==> config.mk <==
export PLATFORM = sky130hd
export DESIGN_NAME = countdown_expiry_table_core
export DESIGN_NICKNAME = d
export VERILOG_FILES = /design/src/hdl/cet_pkg.sv /design/src/hdl/countdown_expiry_table_core.sv /design/src/hdl/cet_cell.sv
export SDC_FILE = /design/constraint.sdc
export NUM_CORES = 1
export LEC_CHECK = 0
export BUFFER_PORTS_ARGS = -buffer_cell sky130_fd_sc_hd__clkbuf_2
export CAP_MARGIN = 20
export CELL_PAD_IN_SITES_DETAIL_PLACEMENT = 0
export CELL_PAD_IN_SITES_GLOBAL_PLACEMENT = 1
export CORE_ASPECT_RATIO = 1.5
export CORE_UTILIZATION = 50
export DETAILED_ROUTE_END_ITERATION = 8
export PLACE_DENSITY = 0.85
export SYNTH_ARGS = -nofsm -noshare
export SYNTH_HDL_FRONTEND = slang
export SYNTH_HIERARCHICAL = 1
export SYNTH_SLANG_ARGS = --single-unit
export TNS_END_PERCENT = 20
==> constraint.sdc <==
create_clock -name clk_i -period 5.1 [get_ports clk_i]
set_input_delay 0.255 -clock clk_i [delete_from_list [all_inputs] [get_ports clk_i]]
set_output_delay 0.255 -clock clk_i [all_outputs]
set_load 0.02 [all_outputs]
==> src/hdl/cet_pkg.sv <==
// Package for the countdown expiry table: shared constants, FSM state type,
// opcodes and the per-cell control struct.
// No dependencies.
`default_nettype none

package cet_pkg;

  // Default parameter values
  localparam int unsigned DefCapacity = 16;
  localparam int unsigned DefTimeBits = 16;

  // Fixed widths of the item fields
  localparam int unsigned FieldTimeW = 16;
  localparam int unsigned KindW      = 3;
  localparam int unsigned LeftW      = 5;

  // Input opcodes
  typedef enum logic {
    OP_ADD  = 1'b0,
    OP_TICK = 1'b1
  } cet_op_e;

  // Controller states
  typedef enum logic [1:0] {
    ST_IDLE,
    ST_SCAN,
    ST_COMPACT,
    ST_QUIET
  } cet_state_e;

  // Control handed to each cell of the chain
  typedef struct packed {
    logic shift;  // take the neighbor's entry
    logic load;   // take the write data (wins over shift)
  } cet_cell_ctrl_t;

endpackage

`default_nettype wire

==> src/hdl/countdown_expiry_table_core.sv <==
// Countdown expiry table top level: controller, output register and the
// chain of entry cells. Depends on cet_pkg and cet_cell.
//
// Usage:
//   Input channel (in_valid_i/in_ready_o) carries one item: an add with kind
//   and start time, or a tick with the elapsed time. Output channel
//   (out_valid_o/out_ready_i) carries the results of that item.
//   An add's result is registered and shows in the cycle after it is taken.
//   A tick over N held entries walks the chain twice through its head cell:
//   one pass counts the expiring entries, a second pass drops them (one
//   result each, in table order) and writes the others back with the elapsed
//   time subtracted. A tick with no expiry ends in one empty result. A tick
//   on an empty table answers at once, its result registered like an add's.
//   Adds can be taken one item every cycle; a tick holds off new items until
//   both of its passes, and its empty result if any, are done.
//   A new item is taken only while the controller is idle and the output
//   register is free or its result leaves in the same cycle.
//   A stalled receiver holds the chain in the second pass until the pending
//   result is taken. Reset empties the table (cell contents are not cleared)
//   and drops any pending result.
`default_nettype none

module countdown_expiry_table_core #(
  parameter int unsigned Capacity = cet_pkg::DefCapacity,
  parameter int unsigned TimeBits = cet_pkg::DefTimeBits
) (
  input  wire logic                              clk_i,
  input  wire logic                              rst_ni,
  input  wire logic                              in_valid_i,
  output logic                                   in_ready_o,
  input  wire logic                              opcode_i,
  input  wire logic [cet_pkg::KindW-1:0]         kind_i,
  input  wire logic [cet_pkg::FieldTimeW-1:0]    start_time_i,
  input  wire logic [cet_pkg::FieldTimeW-1:0]    elapsed_i,
  output logic                                   out_valid_o,
  input  wire logic                              out_ready_i,
  output logic                                   accepted_o,
  output logic                                   expired_valid_o,
  output logic      [cet_pkg::KindW-1:0]         expired_kind_o,
  output logic      [cet_pkg::LeftW-1:0]         entries_left_o,
  output logic                                   last_o
);

  localparam int unsigned CntW = $clog2(Capacity + 1);
  localparam int unsigned CmpW = (TimeBits > cet_pkg::FieldTimeW) ?
                                 TimeBits : cet_pkg::FieldTimeW;
  localparam int unsigned KW   = cet_pkg::KindW;

  cet_pkg::cet_state_e state_q, state_d;

  logic [CntW-1:0] count_q, count_d;
  logic [CntW-1:0] n_q, n_d;        // entries not yet walked
  logic [CntW-1:0] k_q, k_d;        // entries kept so far
  logic [CntW-1:0] gone_q, gone_d;  // expired entries counted in the scan
  logic [CntW-1:0] emit_q, emit_d;  // expired entries already emitted
  logic [cet_pkg::FieldTimeW-1:0] elapsed_q, elapsed_d;

  // Output register
  logic            out_valid_q;
  logic            acc_q, xv_q, last_q;
  logic [KW-1:0]   xk_q;
  logic [cet_pkg::LeftW-1:0] left_q;
  logic            out_load, out_acc, out_xv, out_last;
  logic [KW-1:0]   out_kind;
  logic [CntW-1:0] out_left;
  logic            slot_free;

  // Chain signals
  logic [KW-1:0]       cell_kind [Capacity];
  logic [TimeBits-1:0] cell_rem  [Capacity];
  logic                shift_en, wr_en;
  logic [CntW-1:0]     wr_pos;
  logic [KW-1:0]       wr_kind;
  logic [TimeBits-1:0] wr_rem;

  // Head cell and its expiry test
  logic [CmpW-1:0] head_ext, elapsed_ext, diff;
  logic            head_expired;
  logic [CmpW-1:0] start_ext, max_ext, start_sat;

  logic in_fire, last_step, full;

  assign slot_free = !out_valid_q || out_ready_i;
  assign in_fire   = in_valid_i && in_ready_o;
  assign full      = (count_q >= CntW'(Capacity));
  assign last_step = (n_q == CntW'(1));

  assign head_ext     = CmpW'(cell_rem[0]);
  assign elapsed_ext  = CmpW'(elapsed_q);
  assign head_expired = (head_ext <= elapsed_ext);
  assign diff         = head_ext - elapsed_ext;

  // Saturate the start time to the entry width
  assign start_ext = CmpW'(start_time_i);
  assign max_ext   = CmpW'({TimeBits{1'b1}});
  assign start_sat = (start_ext > max_ext) ? max_ext : start_ext;

  // Next state
  always_comb begin
    state_d = state_q;
    case (state_q)
      cet_pkg::ST_IDLE: begin
        if (in_fire && (opcode_i == cet_pkg::OP_TICK) && (count_q != '0)) begin
          state_d = cet_pkg::ST_SCAN;
        end
      end
      cet_pkg::ST_SCAN: begin
        if (last_step) begin
          state_d = cet_pkg::ST_COMPACT;
        end
      end
      cet_pkg::ST_COMPACT: begin
        if (last_step && (!head_expired || slot_free)) begin
          state_d = (gone_q == '0) ? cet_pkg::ST_QUIET : cet_pkg::ST_IDLE;
        end
      end
      cet_pkg::ST_QUIET: begin
        if (slot_free) begin
          state_d = cet_pkg::ST_IDLE;
        end
      end
      default: state_d = cet_pkg::ST_IDLE;
    endcase
  end

  // Controller outputs: chain control, counters and result loading
  always_comb begin
    in_ready_o = 1'b0;
    shift_en   = 1'b0;
    wr_en      = 1'b0;
    wr_pos     = count_q;
    wr_kind    = cell_kind[0];
    wr_rem     = cell_rem[0];
    out_load   = 1'b0;
    out_acc    = 1'b1;
    out_xv     = 1'b0;
    out_kind   = '0;
    out_left   = count_q;
    out_last   = 1'b1;
    count_d    = count_q;
    n_d        = n_q;
    k_d        = k_q;
    gone_d     = gone_q;
    emit_d     = emit_q;
    elapsed_d  = elapsed_q;
    case (state_q)
      cet_pkg::ST_IDLE: begin
        in_ready_o = slot_free;
        if (in_fire) begin
          if (opcode_i == cet_pkg::OP_ADD) begin
            // Append at the tail if there is room
            out_load = 1'b1;
            out_acc  = !full;
            if (!full) begin
              wr_en    = 1'b1;
              wr_pos   = count_q;
              wr_kind  = kind_i;
              wr_rem   = start_sat[TimeBits-1:0];
              count_d  = count_q + CntW'(1);
              out_left = count_q + CntW'(1);
            end
          end else if (count_q == '0) begin
            // Empty table: answer at once
            out_load = 1'b1;
          end else begin
            elapsed_d = elapsed_i;
            n_d       = count_q;
            gone_d    = '0;
          end
        end
      end
      cet_pkg::ST_SCAN: begin
        // Rotate head to the tail unchanged, count expiries
        shift_en = 1'b1;
        wr_en    = 1'b1;
        wr_pos   = count_q - CntW'(1);
        if (head_expired) begin
          gone_d = gone_q + CntW'(1);
        end
        if (last_step) begin
          n_d    = count_q;
          k_d    = '0;
          emit_d = '0;
        end else begin
          n_d = n_q - CntW'(1);
        end
      end
      cet_pkg::ST_COMPACT: begin
        // Drop and emit expired head, or write it back aged
        if (!head_expired || slot_free) begin
          shift_en = 1'b1;
          n_d      = n_q - CntW'(1);
          if (head_expired) begin
            out_load = 1'b1;
            out_xv   = 1'b1;
            out_kind = cell_kind[0];
            out_left = count_q - gone_q;
            out_last = ((emit_q + CntW'(1)) == gone_q);
            emit_d   = emit_q + CntW'(1);
          end else begin
            wr_en  = 1'b1;
            wr_pos = n_q + k_q - CntW'(1);
            wr_rem = diff[TimeBits-1:0];
            k_d    = k_q + CntW'(1);
          end
          if (last_step) begin
            count_d = head_expired ? k_q : (k_q + CntW'(1));
          end
        end
      end
      cet_pkg::ST_QUIET: begin
        // Tick without expiry: one empty result
        if (slot_free) begin
          out_load = 1'b1;
        end
      end
      default: begin
      end
    endcase
  end

  // Control registers
  always_ff @(posedge clk_i or negedge rst_ni) begin
    if (!rst_ni) begin
      state_q     <= cet_pkg::ST_IDLE;
      count_q     <= '0;
      out_valid_q <= 1'b0;
    end else begin
      state_q <= state_d;
      count_q <= count_d;
      if (out_load) begin
        out_valid_q <= 1'b1;
      end else if (out_ready_i) begin
        out_valid_q <= 1'b0;
      end
    end
  end

  // Walk counters, elapsed time and result payload
  always_ff @(posedge clk_i) begin
    n_q       <= n_d;
    k_q       <= k_d;
    gone_q    <= gone_d;
    emit_q    <= emit_d;
    elapsed_q <= elapsed_d;
    if (out_load) begin
      acc_q  <= out_acc;
      xv_q   <= out_xv;
      xk_q   <= out_kind;
      left_q <= cet_pkg::LeftW'(out_left);
      last_q <= out_last;
    end
  end

  // Chain of entry cells, head at index zero
  for (genvar i = 0; i < Capacity; i++) begin : g_cell
    cet_pkg::cet_cell_ctrl_t ctrl;
    logic [KW-1:0]           nb_kind;
    logic [TimeBits-1:0]     nb_rem;

    assign ctrl.shift = shift_en;
    assign ctrl.load  = wr_en && (wr_pos == CntW'(i));

    if (i == Capacity - 1) begin : g_tail
      assign nb_kind = '0;
      assign nb_rem  = '0;
    end else begin : g_mid
      assign nb_kind = cell_kind[i+1];
      assign nb_rem  = cell_rem[i+1];
    end

    cet_cell #(
      .TimeBits(TimeBits)
    ) u_cell (
      .clk_i    (clk_i),
      .ctrl_i   (ctrl),
      .nb_kind_i(nb_kind),
      .nb_rem_i (nb_rem),
      .wr_kind_i(wr_kind),
      .wr_rem_i (wr_rem),
      .kind_o   (cell_kind[i]),
      .rem_o    (cell_rem[i])
    );
  end

  assign out_valid_o     = out_valid_q;
  assign accepted_o      = acc_q;
  assign expired_valid_o = xv_q;
  assign expired_kind_o  = xk_q;
  assign entries_left_o  = left_q;
  assign last_o          = last_q;

endmodule

`default_nettype wire

==> src/hdl/cet_cell.sv <==
// One cell of the entry chain: holds a kind code and a remaining time.
// Depends on cet_pkg.
`default_nettype none

module cet_cell #(
  parameter int unsigned TimeBits = cet_pkg::DefTimeBits
) (
  input  wire logic                        clk_i,
  input  wire cet_pkg::cet_cell_ctrl_t     ctrl_i,
  input  wire logic [cet_pkg::KindW-1:0]   nb_kind_i,
  input  wire logic [TimeBits-1:0]         nb_rem_i,
  input  wire logic [cet_pkg::KindW-1:0]   wr_kind_i,
  input  wire logic [TimeBits-1:0]         wr_rem_i,
  output logic      [cet_pkg::KindW-1:0]   kind_o,
  output logic      [TimeBits-1:0]         rem_o
);

  logic [cet_pkg::KindW-1:0] kind_q, kind_d;
  logic [TimeBits-1:0]       rem_q, rem_d;

  // Load wins, then shift from the neighbor, else hold
  always_comb begin
    kind_d = kind_q;
    rem_d  = rem_q;
    if (ctrl_i.load) begin
      kind_d = wr_kind_i;
      rem_d  = wr_rem_i;
    end else if (ctrl_i.shift) begin
      kind_d = nb_kind_i;
      rem_d  = nb_rem_i;
    end
  end

  always_ff @(posedge clk_i) begin
    kind_q <= kind_d;
    rem_q  <= rem_d;
  end

  assign kind_o = kind_q;
  assign rem_o  = rem_q;

endmodule

`default_nettype wire

==> impl_metrics.py, run 1 <==
metrics = {
    "die": {
        "dieArea_um2": 39100,
        "coreArea_um2": 37700,
        "dieWidth_um": 162,
        "die_y_um": 242,
        "start_util_pct": 50.8,
        "boundaryPins": 53,
        "row_count": 87,
    },
    "placed_design": {
        "place_inst": 1780,
        "gp_congestion": 0.916,
        "portBuffers": 52,
        "dpl_cell_area_um2": 20000,
        "hpwl_um": 26700,
    },
    "routing": {
        "postRouteAntennaNets": 0,
        "routedWlPerCell_um": 19.9,
        "via_per_inst": 5.62,
        "first_pass_iters": 5,
        "dr_total_vias": 10500,
        "drt_iter0_drc": 659,
        "drcViolationCount": 0,
        "drt_wl_total_um": 37200,
    },
    "worst_setup_path": {
        "crit_chain": "ha_1, a21oi_1, o21ai_0, a221oi_2, a21oi_2, o311ai_1, nand2b_1, nor2_2, or2_2",
        "slowest_delay_ps": 660,
        "worst_ep_arrival_time_ps": 4610,
        "cp-end-kind": "register",
        "worst-path-max-fanout": 19,
        "worstSetupPathType": "reg2reg",
        "start_kind": "register",
        "required_ps": 5280,
        "cp_top_family": "compound AO/OA/AOI/OAI gates",
        "slowest_stage": "o311ai_1",
        "reg2reg_setup_slack_ps": 670,
        "cp_num_buf_inv": 0,
    },
    "yosys": {
        "synth_mux_area_share_pct": 24.3,
        "synth_compound_area_share_pct": 6.56,
        "syn_inst": 1242,
        "async_flop_share_pct": 2.23,
        "yosysUniqueCellTypes": 72,
        "synth_top_family_by_area": "multiplexers",
        "synthFlopType": "edfxtp_1",
        "yosys.area_share.simple_pct": 4.80,
        "synth_area_um2": 19100,
        "ys_seq_area_share_pct": 56.1,
        "synth_xor_area_share_pct": 1.79,
        "ys_warn_count": 6,
        "avgSynthCellArea_um2": 15.4,
        "ys_ff_latch": 359,
        "synth_fa_ha_area_share_pct": 2.93,
        "synth_edf_count": 351,
    },
    "hold_path": {
        "hold_class": "in2async",
    },
    "layout": {
        "multi_input_area_um2": 7860,
        "fin_nets": 1430,
        "postLayoutCellArea_um2": 21400,
        "n_antenna_cell": 0,
        "syn2layout_area_growth_pct": 11.7,
        "drive_above_1_share_pct": 36.4,
        "final_cells": 1864,
        "fillers": 2988,
        "seq_area_um2": 10700,
    },
    "clock_tree": {
        "cts_max_path_buffers": 3,
        "clk_pin_slew_ps": 70,
        "clkSinkCount": 359,
        "htree_levels": 2,
        "cts_root_buf": "clkbuf_16",
        "cts_resized": 0,
        "postCtsHoldBufs": 17,
        "cts_tree": "done",
        "cts_setup_buffers": 0,
        "worstSkewPairLatency_ps": 540,
        "cts_made_buffers": 36,
    },
    "sta": {
        "finalHoldViolCount": 0,
        "rsz0062_at_grt": "false",
        "setup_tns_ps": 0,
        "final.min_clock_period_ps": 4430,
        "fin_crit_sh_pct": 86.9,
        "finalSetupViolCount": 0,
        "worstMarginPinSlew_ps": 970,
        "max_clock_freq_mhz": 226,
        "slew_violations": 0,
        "hold_slack_ps": 104,
        "slew_headroom_pct": 34.9,
        "fin_skew_ps": 17.6,
    },
    "global_route": {
        "gr-total-overflow": 0,
        "antenna_found_initial": 0,
        "grt_pass1_vias": 11100,
        "grt_pass1_wl_um": 59700,
        "grt_max_degree": 25,
        "track_usage_pct": 19.4,
    },
    "run_status": {
        "outcome": "finished clean",
    },
    "flow_run": {
        "maxCapViolCount": 0,
    },
}
==> final timing paths <==
kind,end,cells after the start,start
max,g_cell[4].u_cell/rem_o[10]$_DFFE_PP_,9,g_cell[0].u_cell/rem_o[11]$_DFFE_PP_
min,count_q[1]$_DFFE_PN0P_,2,rst_ni
max reg2reg,g_cell[4].u_cell/rem_o[10]$_DFFE_PP_,9,g_cell[0].u_cell/rem_o[11]$_DFFE_PP_
min reg2reg,g_cell[14].u_cell/rem_o[4]$_DFFE_PP_,1,g_cell[15].u_cell/rem_o[4]$_DFFE_PP_
max in group asynchronous,state_q[0]$_DFFE_PN0P_,2,rst_ni
min in group clk_i,accepted_o$_SDFFCE_PP1P_,3,opcode_i
==> logic make-up (layout without fill, tap and decap cells) <==
group           count (synthesis)  after routing
other cells                     1             19
compound gates                185            185
simple gates                  191            191
mux                           312            312
buf+inv                       112            227
flops                         359            359
xor+xnor                       39             39
fa+ha+maj                      43             43
==> registers in the layout, summed over array words and instances, names as in the netlist <==
signal / cells
accepted_o: 1
count_q: 5
elapsed_ext: 16
emit_q: 5
entries_left_o: 5
expired_kind_o: 3
expired_valid_o: 1
g_cell.u_cell/kind_o: 48
g_cell.u_cell/rem_o: 256
gone_q: 5
k_q: 5
last_o: 1
n_q: 5
out_valid_o: 1
state_q: 2
==> synthesized netlist by cell type, types with 18 or more instances <==
master	number	area, um^2
buf_6	32	360
xnor2_1	30	263
nor2_1	70	263
nand2_1	36	135
ha_1	40	500
or2_2	18	113
edfxtp_1	351	10500
a21oi_1	61	305
clkbuf_1	21	78.8
o21ai_0	28	140
inv_1	52	195
mux2_4	304	4560
==> layout make-up <==
class / instances / share of cell area, %
flip-flops and latches: 359 / 50.2
multi-input cells: 789 / 36.7
clock buffers: 44 / 4.59
repair buffers: 108 / 3.50
well taps: 489 / 2.86
clock inverters: 22 / 1.13
inverters: 53 / 0.931
==> through the flow <==
stage | util, % | setup slack (ps)
floorplan | - | 1490
global placement | 53.0 | 860
detailed placement | 53.0 | 765
CTS | 56.7 | 721
global route | 56.8 | 478
finish | 56.8 | 667
==> routing by layer <==
| layer | GRT usage [%] | share of wire (%) | vias to the layer above |
|---|---|---|---|
| li1 | - | - | 4928 |
| met3 | 2.42 | 3.7 | 85 |
| met5 | 0 | 0 | - |
| met2 | 36.3 | 54 | 250 |
| met1 | 21.5 | 38 | 5205 |
| met4 | 9.13 | 4.4 | 0 |
==> worst register-to-register path, stage by stage, from the launching register on <==
cell	delay (ps)
edfxtp_1	420
ha_1	370
a21oi_1	210
o21ai_0	220
a221oi_2	640
a21oi_2	340
o311ai_1	660
nand2b_1	300
nor2_2	420
or2_2	500
==> placed cells by master (no fill, tap or decap), types with 5 or more instances in the layout <==
master / Yosys / final
edfxtp_1: 351 / 351
mux2_4: 304 / 304
a21oi_1: 61 / 61
nor2_1: 70 / 54
inv_1: 52 / 52
clkbuf_2: 0 / 52
ha_1: 40 / 40
clkbuf_16: 0 / 37
buf_4: 0 / 37
nand2_1: 36 / 36
xnor2_1: 30 / 30
o21ai_0: 28 / 28
conb_1: 1 / 19
or2_2: 18 / 18
nand3_1: 17 / 17
dlygate4sd3_1: 0 / 17
nor2_2: 0 / 16
a221o_1: 11 / 11
a211oi_1: 10 / 10
nand4_1: 9 / 9
nor3_1: 9 / 9
a21o_1: 9 / 9
xor2_1: 9 / 9
clkinv_2: 0 / 9
dfrtp_1: 8 / 8
and2_1: 6 / 6
clkinv_1: 1 / 6
nand2b_1: 5 / 5
a22oi_1: 5 / 5
mux2i_1: 5 / 5
o211ai_1: 5 / 5
Power of run 1 is not shown: default switching activity piles up to over one toggle a cycle in this logic, so the estimate is an artifact.
==> run 2, diff against run 1 <==
- CORE_UTILIZATION: 50 -> 49
- PLACE_DENSITY: 0.85 -> 0.87
- clock period: 5.1 -> 4 ns (I/O delays scaled with it)
==> impl_metrics.py, run 2 (same netlist as run 1, synthesis figures left out) <==
metrics = {
    "clock_tree": {
        "clkSinkCount": 359,
        "worstSkewPairLatency_ps": 540,
        "cts_root_buf": "clkbuf_16",
        "clk_pin_slew_ps": 60,
        "cts_made_buffers": 35,
        "cts_max_path_buffers": 3,
        "htree_levels": 2,
        "cts_tree": "done",
    },
    "flow_run": {
        "maxCapViolCount": 0,
    },
    "layout": {
        "finish.utilization_pct": 57.5,
        "final_cell_mix": "edfxtp_1 (351), mux2_4 (304), a21oi_1 (61)",
        "largest_register_ffs": 256,
        "fin_nets": 1482,
        "syn2layout_area_growth_pct": 15.5,
        "layout_commonest_cell": "edfxtp_1",
        "n_antenna_cell": 0,
        "drive_above_1_share_pct": 38.6,
    },
    "worst_setup_path": {
        "start_kind": "register",
        "worst_ep_arrival_time_ps": 4140,
        "worst-path-max-fanout": 10,
        "cp-end-kind": "register",
        "reg2reg_setup_slack_ps": 140,
        "critical_path.startpoint": "g_cell[0].u_cell/rem_o[0]$_DFFE_PP_",
        "slowest_delay_ps": 420,
        "required_ps": 4280,
        "slowest_stage": "fa_1",
        "worstSetupPathType": "reg2reg",
        "r2r_start": "g_cell[0].u_cell/rem_o[0]$_DFFE_PP_",
        "crit_chain": "inv_1, ha_1, inv_1, fa_1, a211o_1, a21bo_2, nand2_1, a2111oi_0, a221oi_1, nand3_1, buf_4, nor2_2, buf_4, buf_4, mux2_4",
        "crit_top_cell": "buf_4",
    },
    "placed_design": {
        "portBuffers": 52,
        "gp_congestion": 0.996,
        "preCtsSetupSlack_ps": 116,
        "hpwl_um": 31600,
    },
    "die": {
        "boundaryPins": 53,
        "dieArea_um2": 39900,
        "die_y_um": 244,
        "coreArea_um2": 38400,
        "dieWidth_um": 163,
        "row_count": 88,
        "start_util_pct": 49.8,
    },
    "sta": {
        "max_clock_freq_mhz": 259,
        "finalHoldViolCount": 0,
        "worstMarginPinSlew_ps": 830,
        "fin_crit_sh_pct": 96.5,
        "slew_violations": 0,
        "slew_headroom_pct": 44.5,
        "fin_skew_ps": 18.0,
        "timing.final.ws_setup_ps": 139,
        "final.min_clock_period_ps": 3860,
        "finalSetupViolCount": 0,
    },
    "global_route": {
        "gr-total-overflow": 0,
        "grt_pass1_vias": 11500,
        "grt_pass1_wl_um": 68700,
        "antenna_found_initial": 1,
        "grt_max_degree": 26,
        "track_usage_pct": 23.2,
    },
    "routing": {
        "first_pass_iters": 5,
        "routedWlPerCell_um": 23.7,
        "postRouteAntennaNets": 0,
        "drcViolationCount": 0,
        "dr_total_vias": 11100,
        "drt_iter0_drc": 789,
        "drt_wl_total_um": 45500,
        "via_per_inst": 5.76,
    },
    "hold_path": {
        "hold_class": "in2async",
    },
    "run_status": {
        "outcome": "finished clean",
    },
}
[run 2: cell type report]
type                            count  area (um^2)
Fill cell                        2889        16300
Sequential cell                   359        10700
Multi-Input combinational cell    789         7880
Timing Repair Buffer              161         1520
Clock buffer                       44          952
Tap cell                          495          619
Inverter                           53          199
Clock inverter                     18          181
[run 2: stage by stage]
step | TNS (ps) | std cells | instance area [um^2] | hold slack [ps]
after floorplan | 0 | 1260 | 19200 | -95.6
after global placement | 0 | 1839 | 20800 | 64.0
after detailed placement | 0 | 1839 | 20800 | 68.3
after CTS | 0 | 1918 | 22100 | 54.2
after global routing | -6.88 | 1919 | 22100 | 88.5
final | 0 | 1919 | 22100 | 83.9
[run 2: path summary, 6_finish.rpt]
kind / end / cells after the start
max: g_cell[3].u_cell/rem_o[9]$_DFFE_PP_ / 15
min: count_q[1]$_DFFE_PN0P_ / 2
max reg2reg: g_cell[3].u_cell/rem_o[9]$_DFFE_PP_ / 15
min reg2reg: g_cell[0].u_cell/rem_o[1]$_DFFE_PP_ / 1
max in group asynchronous: count_q[3]$_DFFE_PN0P_ / 2
min in group clk_i: accepted_o$_SDFFCE_PP1P_ / 3
[run 2: timing repair]
item                       4_1_cts  5_1_grt
resized for setup                0        9
hold buffers                    17        0
hold endpoints to repair        24        0
buffers inserted                 0        1
setup endpoints to repair        0      189
[run 2: worst max-delay path, delay by kind of cell (launching register included)]
kind	cells	cell delay [ps]
compound gates	4	1070
buf+inv	5	770
fa+ha+maj	2	580
simple gates	3	490
flops	1	400
mux	1	300
[run 2: layer usage]
metal | track usage (%) | vias up | share of wire [%]
met4 | 13.2 | 2 | 6.1
li1 | - | 5039 | -
met2 | 41.9 | 382 | 52
met3 | 3.48 | 134 | 5.0
met1 | 25.5 | 5506 | 37
met5 | 0 | - | 0.029
Power of run 2 is left out for the same reason.
